### src/hdl/zsr_pkg.sv
// Shared types, constants and group arithmetic for the zero-sum reach-set block.
`default_nettype none

package zsr_pkg;

    // Number of elements in Z5^3 and the width of one reach set.
    localparam int GROUP_SIZE = 125;

    // One bit per group element; bit 25x+5y+z stands for element (x,y,z).
    typedef logic [GROUP_SIZE-1:0] set_t;

    // A set that holds only the zero element, and the empty set.
    localparam set_t ZERO_ONLY_SET = {{(GROUP_SIZE-1){1'b0}}, 1'b1};
    localparam set_t EMPTY_SET     = '0;

    // One coordinate of a group element, always below five.
    typedef logic [2:0] coord_t;

    typedef struct packed {
        coord_t x;
        coord_t y;
        coord_t z;
    } elem_coord_t;

    // Controller states.
    typedef enum logic [0:0] {
        ST_IDLE,
        ST_APPLY
    } state_t;

    // Commands from the controller to the datapath.
    typedef struct packed {
        logic load;
        logic step;
        logic finish;
        logic result;
    } ctrl_cmd_t;

    // Status from the datapath to the controller.
    typedef struct packed {
        logic restart;
        logic count_zero;
        logic count_last;
        logic hit;
    } dp_stat_t;

    // Split an element code into its three coordinates, each taken mod 5.
    function automatic elem_coord_t elem_coords(input logic [6:0] code);
        elem_coord_t c;
        logic [6:0]  r;
        logic [6:0]  r2;
        c = '0;
        if (code >= 7'd125)
        begin
            c.x = 3'd0;
            r   = code - 7'd125;
        end
        else if (code >= 7'd100)
        begin
            c.x = 3'd4;
            r   = code - 7'd100;
        end
        else if (code >= 7'd75)
        begin
            c.x = 3'd3;
            r   = code - 7'd75;
        end
        else if (code >= 7'd50)
        begin
            c.x = 3'd2;
            r   = code - 7'd50;
        end
        else if (code >= 7'd25)
        begin
            c.x = 3'd1;
            r   = code - 7'd25;
        end
        else
        begin
            c.x = 3'd0;
            r   = code;
        end
        if (r >= 7'd20)
        begin
            c.y = 3'd4;
            r2  = r - 7'd20;
        end
        else if (r >= 7'd15)
        begin
            c.y = 3'd3;
            r2  = r - 7'd15;
        end
        else if (r >= 7'd10)
        begin
            c.y = 3'd2;
            r2  = r - 7'd10;
        end
        else if (r >= 7'd5)
        begin
            c.y = 3'd1;
            r2  = r - 7'd5;
        end
        else
        begin
            c.y = 3'd0;
            r2  = r;
        end
        c.z = r2[2:0];
        return c;
    endfunction

    // Cyclic rotation of five bits: bit i of the result is bit (i - amt) mod 5.
    function automatic logic [4:0] rot5(input logic [4:0] v, input coord_t amt);
        logic [4:0] o;
        case (amt)
            3'd0:    o = v;
            3'd1:    o = {v[3:0], v[4]};
            3'd2:    o = {v[2:0], v[4:3]};
            3'd3:    o = {v[1:0], v[4:2]};
            3'd4:    o = {v[0], v[4:1]};
            default: o = v;
        endcase
        return o;
    endfunction

    // Translate every member of a set by an element, one coordinate at a time.
    function automatic set_t shift_set(input set_t s, input elem_coord_t e);
        set_t       t1;
        set_t       t2;
        set_t       t3;
        logic [4:0] g;
        t1 = '0;
        t2 = '0;
        t3 = '0;
        g  = '0;
        // Rotate z within each run of five.
        for (int a = 0; a < 5; a++)
        begin
            for (int b = 0; b < 5; b++)
            begin
                t1[a*25 + b*5 +: 5] = rot5(s[a*25 + b*5 +: 5], e.z);
            end
        end
        // Rotate y across the runs of one block.
        for (int a = 0; a < 5; a++)
        begin
            for (int c = 0; c < 5; c++)
            begin
                for (int b = 0; b < 5; b++)
                begin
                    g[b] = t1[a*25 + b*5 + c];
                end
                g = rot5(g, e.y);
                for (int b = 0; b < 5; b++)
                begin
                    t2[a*25 + b*5 + c] = g[b];
                end
            end
        end
        // Rotate x across the blocks.
        for (int b = 0; b < 5; b++)
        begin
            for (int c = 0; c < 5; c++)
            begin
                for (int a = 0; a < 5; a++)
                begin
                    g[a] = t2[a*25 + b*5 + c];
                end
                g = rot5(g, e.x);
                for (int a = 0; a < 5; a++)
                begin
                    t3[a*25 + b*5 + c] = g[a];
                end
            end
        end
        return t3;
    endfunction

endpackage

`default_nettype wire

### src/hdl/zsr_ctrl.sv
// Controller state machine: sequences copies, commits results and runs the handshakes.
`default_nettype none

module zsr_ctrl
    import zsr_pkg::*;
(
    input  wire logic      clk,
    input  wire logic      rst_n,
    input  wire logic      in_valid,
    input  wire logic      out_ready,
    input  wire dp_stat_t  stat,
    output ctrl_cmd_t      cmd,
    output logic           in_ready,
    output logic           out_valid
);

    state_t state_reg;
    state_t state_next;
    logic   out_valid_reg;
    logic   out_valid_next;
    logic   done_now;
    logic   slot_free;

    // The item ends once it is a restart, has no copies left, hits zero or is on its last copy.
    assign done_now  = stat.restart | stat.count_zero | stat.hit | stat.count_last;
    assign slot_free = !out_valid_reg | out_ready;

    // Command outputs.
    always_comb
    begin
        cmd      = '0;
        in_ready = 1'b0;
        case (state_reg)
            ST_IDLE:
            begin
                in_ready = 1'b1;
            end
            ST_APPLY:
            begin
                cmd.step   = !done_now;
                cmd.finish = done_now & slot_free;
                cmd.result = stat.restart | stat.count_zero | !stat.hit;
                in_ready   = cmd.finish;
            end
            default:
            begin
                in_ready = 1'b0;
            end
        endcase
        cmd.load = in_valid & in_ready;
    end

    // Next state.
    always_comb
    begin
        state_next = state_reg;
        case (state_reg)
            ST_IDLE:
            begin
                if (cmd.load)
                begin
                    state_next = ST_APPLY;
                end
            end
            ST_APPLY:
            begin
                if (cmd.finish && !cmd.load)
                begin
                    state_next = ST_IDLE;
                end
            end
            default:
            begin
                state_next = ST_IDLE;
            end
        endcase
    end

    // The result register is filled on finish and emptied when the result is taken.
    assign out_valid_next = cmd.finish | (out_valid_reg & !out_ready);

    always_ff @(posedge clk or negedge rst_n)
    begin
        if (!rst_n)
        begin
            state_reg     <= ST_IDLE;
            out_valid_reg <= 1'b0;
        end
        else
        begin
            state_reg     <= state_next;
            out_valid_reg <= out_valid_next;
        end
    end

    assign out_valid = out_valid_reg;

endmodule

`default_nettype wire

### config.mk
export PLATFORM = sky130hd
export DESIGN_NAME = zsr_ctrl
export DESIGN_NICKNAME = d
export VERILOG_FILES = /design/src/hdl/zsr_pkg.sv /design/src/hdl/zsr_ctrl.sv
export SDC_FILE = /design/constraint.sdc
export NUM_CORES = 1
export LEC_CHECK = 0
export BUFFER_PORTS_ARGS = -buffer_cell sky130_fd_sc_hd__buf_2
export CAP_MARGIN = 20
export CORE_AREA = 8 8 45 47
export CTS_CLUSTER_SIZE = 8
export DETAILED_ROUTE_END_ITERATION = 8
export DIE_AREA = 0 0 53 55
export GPL_TIMING_DRIVEN = 1
export HOLD_SLACK_MARGIN = 0.03
export SKIP_CTS_REPAIR_TIMING = 1
export SLEW_MARGIN = 20
export SYNTH_ARGS = -nofsm -noshare
export SYNTH_HDL_FRONTEND = slang
export SYNTH_SLANG_ARGS = --single-unit
### constraint.sdc
create_clock -name clk -period 0.8 [get_ports clk]
set_input_delay 0.08 -clock clk [delete_from_list [all_inputs] [get_ports clk]]
set_output_delay 0.08 -clock clk [all_outputs]
set_load 0.005 [all_outputs]
==> results of run 1 <==
routing by layer:
metal	wire, um	share of wire
met1	235	0.44
met5	0	0
met4	10	0.019
met3	91	0.17
met2	196	0.37
logic make-up after synthesis:
group	Yosys count	synth area share
compound gates	5	0.241
buf+inv	2	0.0517
simple gates	9	0.362
flops	2	0.345
synth_stat cells:
master    instances
a21oi_1           1
inv_1             2
o21ai_0           2
nor4_1            1
dfrtp_1           2
a31oi_2           1
o31ai_1           1
nor3_1            1
or4_4             1
nor2b_1           1
nor2_1            3
nand2b_1          2
worst max-delay path, stage by stage (launching register included):
cell     delay, ps
dfrtp_1        360
nor2b_4        130
o31ai_2        150
buf_2          140
final timing paths:
path	to	slack, ps	cells past startpoint
setup / recovery	cmd[3]	-300	3
max in group asynchronous	out_valid$_DFF_PN0_	530	2
hold reg to reg	state_reg$_DFF_PN0_	610	2
min in group asynchronous	state_reg$_DFF_PN0_	170	2
hold / removal	state_reg$_DFF_PN0_	160	3
setup reg to reg	state_reg$_DFF_PN0_	-20	3
power by group:
| group | switching (W) | internal (W) |
|---|---|---|
| clock | 0.0000633 | 0.000166 |
| combinational | 0.0000742 | 0.000101 |
| sequential | 0.00000951 | 0.000116 |
layout make-up:
class	count	area [um2]	share of cell area
clock buffers	3	22.5	0.0695
flip-flops and latches	2	50.0	0.154
well taps	16	20.0	0.0618
repair buffers	18	118	0.363
multi-input cells	14	106	0.328
inverters	2	7.51	0.0232
stage by stage:
stage	power (W)	util
after floorplan	0.000195	-
after global placement	0.000265	0.183
after detailed placement	0.000266	0.183
after CTS	0.000511	0.199
after global routing	0.000573	0.234
final	0.000530	0.234
==> summary.txt, run 1 <==
Timing
  – Period minus WS final: 1100 ps
  – Min Hold Slack: 163 ps
  – Hold Violations, Final: 0
  – Setup Skew: 1.28 ps
  – Max Fclk: 911 MHz
  – Setup TNS: -1290 ps
  – RSZ-0062 raised after global routing: true
  – Rel. slew slack: 0.842
  – Final worst-path cycle share: 1.37
  – Least-Margin Pin Slew: 235 ps
  – Final Max Slew Viols: 0
  – Final worst setup slack: -298 ps
  – Final setup viols: 8

Logic synthesis
  – Register area share after synthesis: 0.345
  – Syn Area/Cell: 8.06 um2
  – Mapped Nets: 26
  – Post-Syn Area: 145 um2
  – Number of synthesized register bits: 2
  – Main area contributors after synthesis: dfrtp_1, a31oi_2, nand2b_1, nor2_1, or4_4
  – Synth area leader: dfrtp_1
  – Yosys top cell area share: 0.345
  – Synthesized instance count: 18
  – Synthesis Warnings: 0
  – Synth unique cells: 12

Power
  – Worst vdd ir: 0.483 mV
  – Power per Cell Area: 1630 nW/um2
  – LEAKAGE: 0.158 nW

Place
  – Placement Cell Area: 253 um2
  – IO Port Bufs: 13
  – RePlAce Congestion: 0.647
  – Pre-CTS WS: -215 ps
  – Hpwl dp: 422 um
  – Placed cell count: 48

Drt
  – DRT iter0 DRCs: 2
  – Via/cell ratio: 3.80
  – First-pass DRT Iterations: 2
  – Remaining DRCs: 0
  – Vias after detailed routing: 209
  – Total Wirelength: 534 um
  – WL per Instance: 9.71 um
  – Routed Antenna Nets: 0

Worst setup path
  – CP Data Required Time: 720 ps
  – Arrival time worst endpoint: 1020 ps
  – Critical Path Source: out_valid$_DFF_PN0_
  – Crit path kind: flop to primary output
  – CP max FO: 3
  – Crit start category: flop
  – CP endpoint kind: primary output
  – FF-to-FF Start: out_valid$_DFF_PN0_

Floorplan
  – Chip width: 53 um
  – Core Rows: 14
  – Initial Utilization: 0.105
  – # IOs: 14
  – Die Height: 55 um
  – Core footprint: 1380 um2
  – Die area: 2920 um2

Layout
  – Most common cell after layout, fill and taps aside: buf_2
  – Nets: 49
  – Cell Count, Final, Fillers Out: 55
  – Inserted Diodes: 0
  – Area Overhead vs Synth: 123%
  – Final instance area: 324 um2
  – FILL cells: 152
  – Most frequent cells in the layout: buf_2, buf_4, clkbuf_4
  – Layout cells sized above 1: 0.692

CTS
  – TritonCTS Buffers: 3
  – Maximum clock path buffer count: 2
  – Clock slew at reported path FFs: 30 ps
  – # clock sinks: 2
  – Root buf cell: clkbuf_4
  – Clk Latency, worst-skew pair: 230 ps
  – TritonCTS clock tree: done
  – H-tree depth: 1

Job
  – Number of max-cap violations: 0

Global route
  – Remaining Overflow, GRT: 0
  – Global-route met2 utilization: 0.0313
  – Total Routing Usage GR: 0.0388
  – Initial antenna violation count: 0
  – Met1 Use GR: 0.0457
  – Met3 Use GR: 0.0348
  – First-pass GRT wire length: 752 um
  – Largest net degree at the start of global routing: 5
  – Most Used Layer, Global Route: met4
  – Vias in the first global route: 200

Run status
  – Failing checks: setup timing
  – Outcome: finished with violations

Min path
  – Hold Crit Start: in_valid
  – Worst min-delay path class: input pin to flop
No activity file was read; power rests on OpenSTA's default activity.
==> run 2, diff against run 1 <==
Settings changed: ABC_AREA set to 1, REMOVE_ABC_BUFFERS set to 1.
==> run 2 against run 1 <==
Against the previous run:
- the run still ends with setup timing left
- synthesized cell count down 5.6%
- sequential power about the same
- wire length down 14%
- power is 7.1% lower
- cell count is 3.6% lower
- clock power fell by 3%
- core utilization decreased by 3.3 points
- fmax rose by 3.0%
- flip-flop and latch count unchanged
- register-to-register slack got worse by 30 ps
- via count decreased by 16%
- synthesized area is 8.6% lower
==> summary.txt, run 2 <==
CTS
  – Clock slew at reported path FFs: 30 ps (about the same)
  – TritonCTS clock tree: done
  – # clock sinks: 2 (unchanged)
  – Root buf cell: clkbuf_4
  – H-tree depth: 1 (unchanged)
  – Clk Latency, worst-skew pair: 220 ps (about the same)
  – TritonCTS Buffers: 3 (unchanged)
  – Maximum clock path buffer count: 2 (unchanged)

Layout
  – Layout cells sized above 1: 0.730 (+0.0374)
  – FILL cells: 149 (-2.0%)
  – Area Overhead vs Synth: 110%
  – Nets: 47 (-4.1%)
  – Most common cell after layout, fill and taps aside: buf_2
  – Most frequent cells in the layout: buf_2, nor2_1, nand2_2, clkbuf_4, buf_4
  – Inserted Diodes: 0 (unchanged)

Logic synthesis
  – Synthesized instance count: 17 (-1)
  – Post-Syn Area: 133 um2 (-8.6%)
  – Main area contributors after synthesis: dfrtp_1, nand2_4, nand2_2, inv_1, nor2_1
  – Yosys top cell area share: 0.377 (+0.0325)
  – Syn Area/Cell: 7.80 um2 (-3.2%)
  – Synth area leader: dfrtp_1
  – Synthesis Warnings: 0 (unchanged)
  – Synth unique cells: 9 (-3)
  – Number of synthesized register bits: 2 (unchanged)
  – Post-synth top cells: inv_1, nor2_1
  – Asr flop ratio synth: 1.00 (unchanged)
  – Register area share after synthesis: 0.377 (+0.0325)
  – Post-synth EDFFs: 0 (unchanged)
  – Dominant synthesized flop cell: dfrtp_1

Place
  – IO Port Bufs: 13 (unchanged)
  – Pre-CTS WS: -77.8 ps (+138 ps)
  – RePlAce Congestion: 0.683 (+5.5%)
  – Hpwl dp: 364 um (-14%)

Timing
  – Max Fclk: 938 MHz (+3.0%)
  – Final Max Slew Viols: 0 (unchanged)
  – Setup Skew: 3.71 ps (+2.43 ps)
  – Least-Margin Pin Slew: 136 ps (-99.0 ps)
  – Period minus WS final: 1070 ps (-31.8 ps)
  – RSZ-0062 raised after global routing: true
  – Final worst setup slack: -266 ps (+31.8 ps)
  – Rel. slew slack: 0.909 (+0.0675)
  – Final setup viols: 7 (-1)
  – Hold Violations, Final: 0 (unchanged)
  – Final worst-path cycle share: 1.33 (-0.0397)
  – Setup TNS: -1120 ps (+166 ps)

Floorplan
  – Chip width: 53 um (unchanged)
  – Initial Utilization: 0.0958 (-0.00904)
  – Core Rows: 14 (unchanged)
  – # IOs: 14 (unchanged)
  – Die Height: 55 um (unchanged)
  – Core footprint: 1380 um2 (unchanged)
  – Die area: 2920 um2 (unchanged)

Min path
  – Worst min-delay path class: input pin to flop
  – Min-Delay Path Depth: 3 (unchanged)
  – Hold Crit Start: in_valid
  – Hold EP: state_reg$_DFF_PN0_

Drt
  – Routed Antenna Nets: 0 (unchanged)
  – DRT iter0 DRCs: 0 (-2)
  – Total Wirelength: 457 um (-14%)
  – WL per Instance: 8.62 um (-11%)
  – Via/cell ratio: 3.30 (-13%)
  – Remaining DRCs: 0 (unchanged)
  – Vias after detailed routing: 175 (-16%)
  – First-pass DRT Iterations: 1 (-1)

Worst setup path
  – Number of buffers and inverters on the critical path: 1 (unchanged)
  – Reg-to-reg endpoint: out_valid$_DFF_PN0_
  – R2R Setup Slk: -50 ps (-30 ps)
  – Arrival time worst endpoint: 990 ps (-30 ps)
  – Crit path kind: flop to primary output
  – Crit start category: flop
  – Worst-path cell chain: nand2_2 > nand2_4 > a21oi_2 > buf_2
  – Slowest-stage cell, CP: dfrtp_1
  – CP Data Required Time: 720 ps (about the same)
  – FF-to-FF Start: out_valid$_DFF_PN0_
  – Max stage delay on crit path: 370 ps (about the same)
  – Worst path top cell family by delay: flip-flops
  – Worst R2R Path Depth: 4 (+1)
  – CP endpoint kind: primary output
  – CP max FO: 4 (+1)

Run status
  – Failing checks: setup timing
  – Outcome: finished with violations

Global route
  – Remaining Overflow, GRT: 0 (unchanged)
  – Largest net degree at the start of global routing: 5 (unchanged)
  – First-pass GRT wire length: 690 um (-8.2%)
  – Total Routing Usage GR: 0.0366 (-0.00219)
  – Initial antenna violation count: 0 (unchanged)
  – Vias in the first global route: 176 (-12%)

Job
  – Number of max-cap violations: 0 (unchanged)

Power
  – Power per Cell Area: 1760 nW/um2 (+7.9%)
  – LEAKAGE: 0.157 nW (-1.0%)
  – Worst vdd ir: 0.740 mV (+53%)
-- run 2: area by class of cell --
class                           count  area, um2  area share
Inverter                            3       11.3      0.0404
Timing Repair Buffer               17       97.6       0.350
Clock buffer                        3       22.5      0.0807
Tap cell                           16       20.0      0.0717
Multi-Input combinational cell     12       77.6       0.278
Sequential cell                     2       50.0       0.179
-- run 2: through the flow --
stage | cells | hold slack (ps) | instance area (um2) | utilization | total power [W]
after floorplan | 17 | -216 | 133 | - | 0.000182
after global placement | 47 | -133 | 225 | 0.163 | 0.000245
after detailed placement | 47 | -134 | 225 | 0.163 | 0.000247
after CTS | 50 | -376 | 248 | 0.179 | 0.000483
after global routing | 53 | 77.6 | 279 | 0.202 | 0.000534
final | 53 | 79.3 | 279 | 0.202 | 0.000492
-- run 2: cells by family (layout without fill, tap and decap cells) --
family	Yosys count	in the layout	synth area share
DFF	2	2	0.377
buffers and inverters	3	23	0.0849
AOI/OAI and AO/OA	3	3	0.113
and+or+nand+nor	9	9	0.424
-- run 2: worst max path at each step --
stage | from | end | depth (start not counted) | slack (ps)
finish | out_valid$_DFF_PN0_ | cmd[3] | 4 | -270
global route | out_valid$_DFF_PN0_ | cmd[3] | 4 | -310
floorplan | out_valid$_DFF_PN0_ | cmd[3] | 3 | 10
CTS | out_valid$_DFF_PN0_ | cmd[3] | 4 | -330
detailed placement | out_valid$_DFF_PN0_ | cmd[3] | 4 | -80
global placement | out_valid$_DFF_PN0_ | cmd[3] | 4 | -70
-- run 2: report_power, final --
part	total [W]	leakage (nW)	internal (W)	switching, W
Combinational	0.000146	0.120	0.0000768	0.0000694
Sequential	0.000124	0.0224	0.000115	0.00000954
Clock	0.000221	0.0138	0.000165	0.0000561
Total	0.000492	0.157	0.000357	0.000135
-- run 2: layer usage --
layer  part of all wire  track usage  vias to the layer above
met2               0.36       0.0430                       12
met4                  0       0.0388                        0
met5                  0            0                        -
li1                   -            -                       93
met3               0.18       0.0294                        0
met1               0.46       0.0381                       70
-- run 2: worst register-to-register path, cell delays in order (launching register included) --
cell,delay [ps]
dfrtp_1,370
nand2_2,90
nand2_4,70
buf_4,130
o21ai_1,120
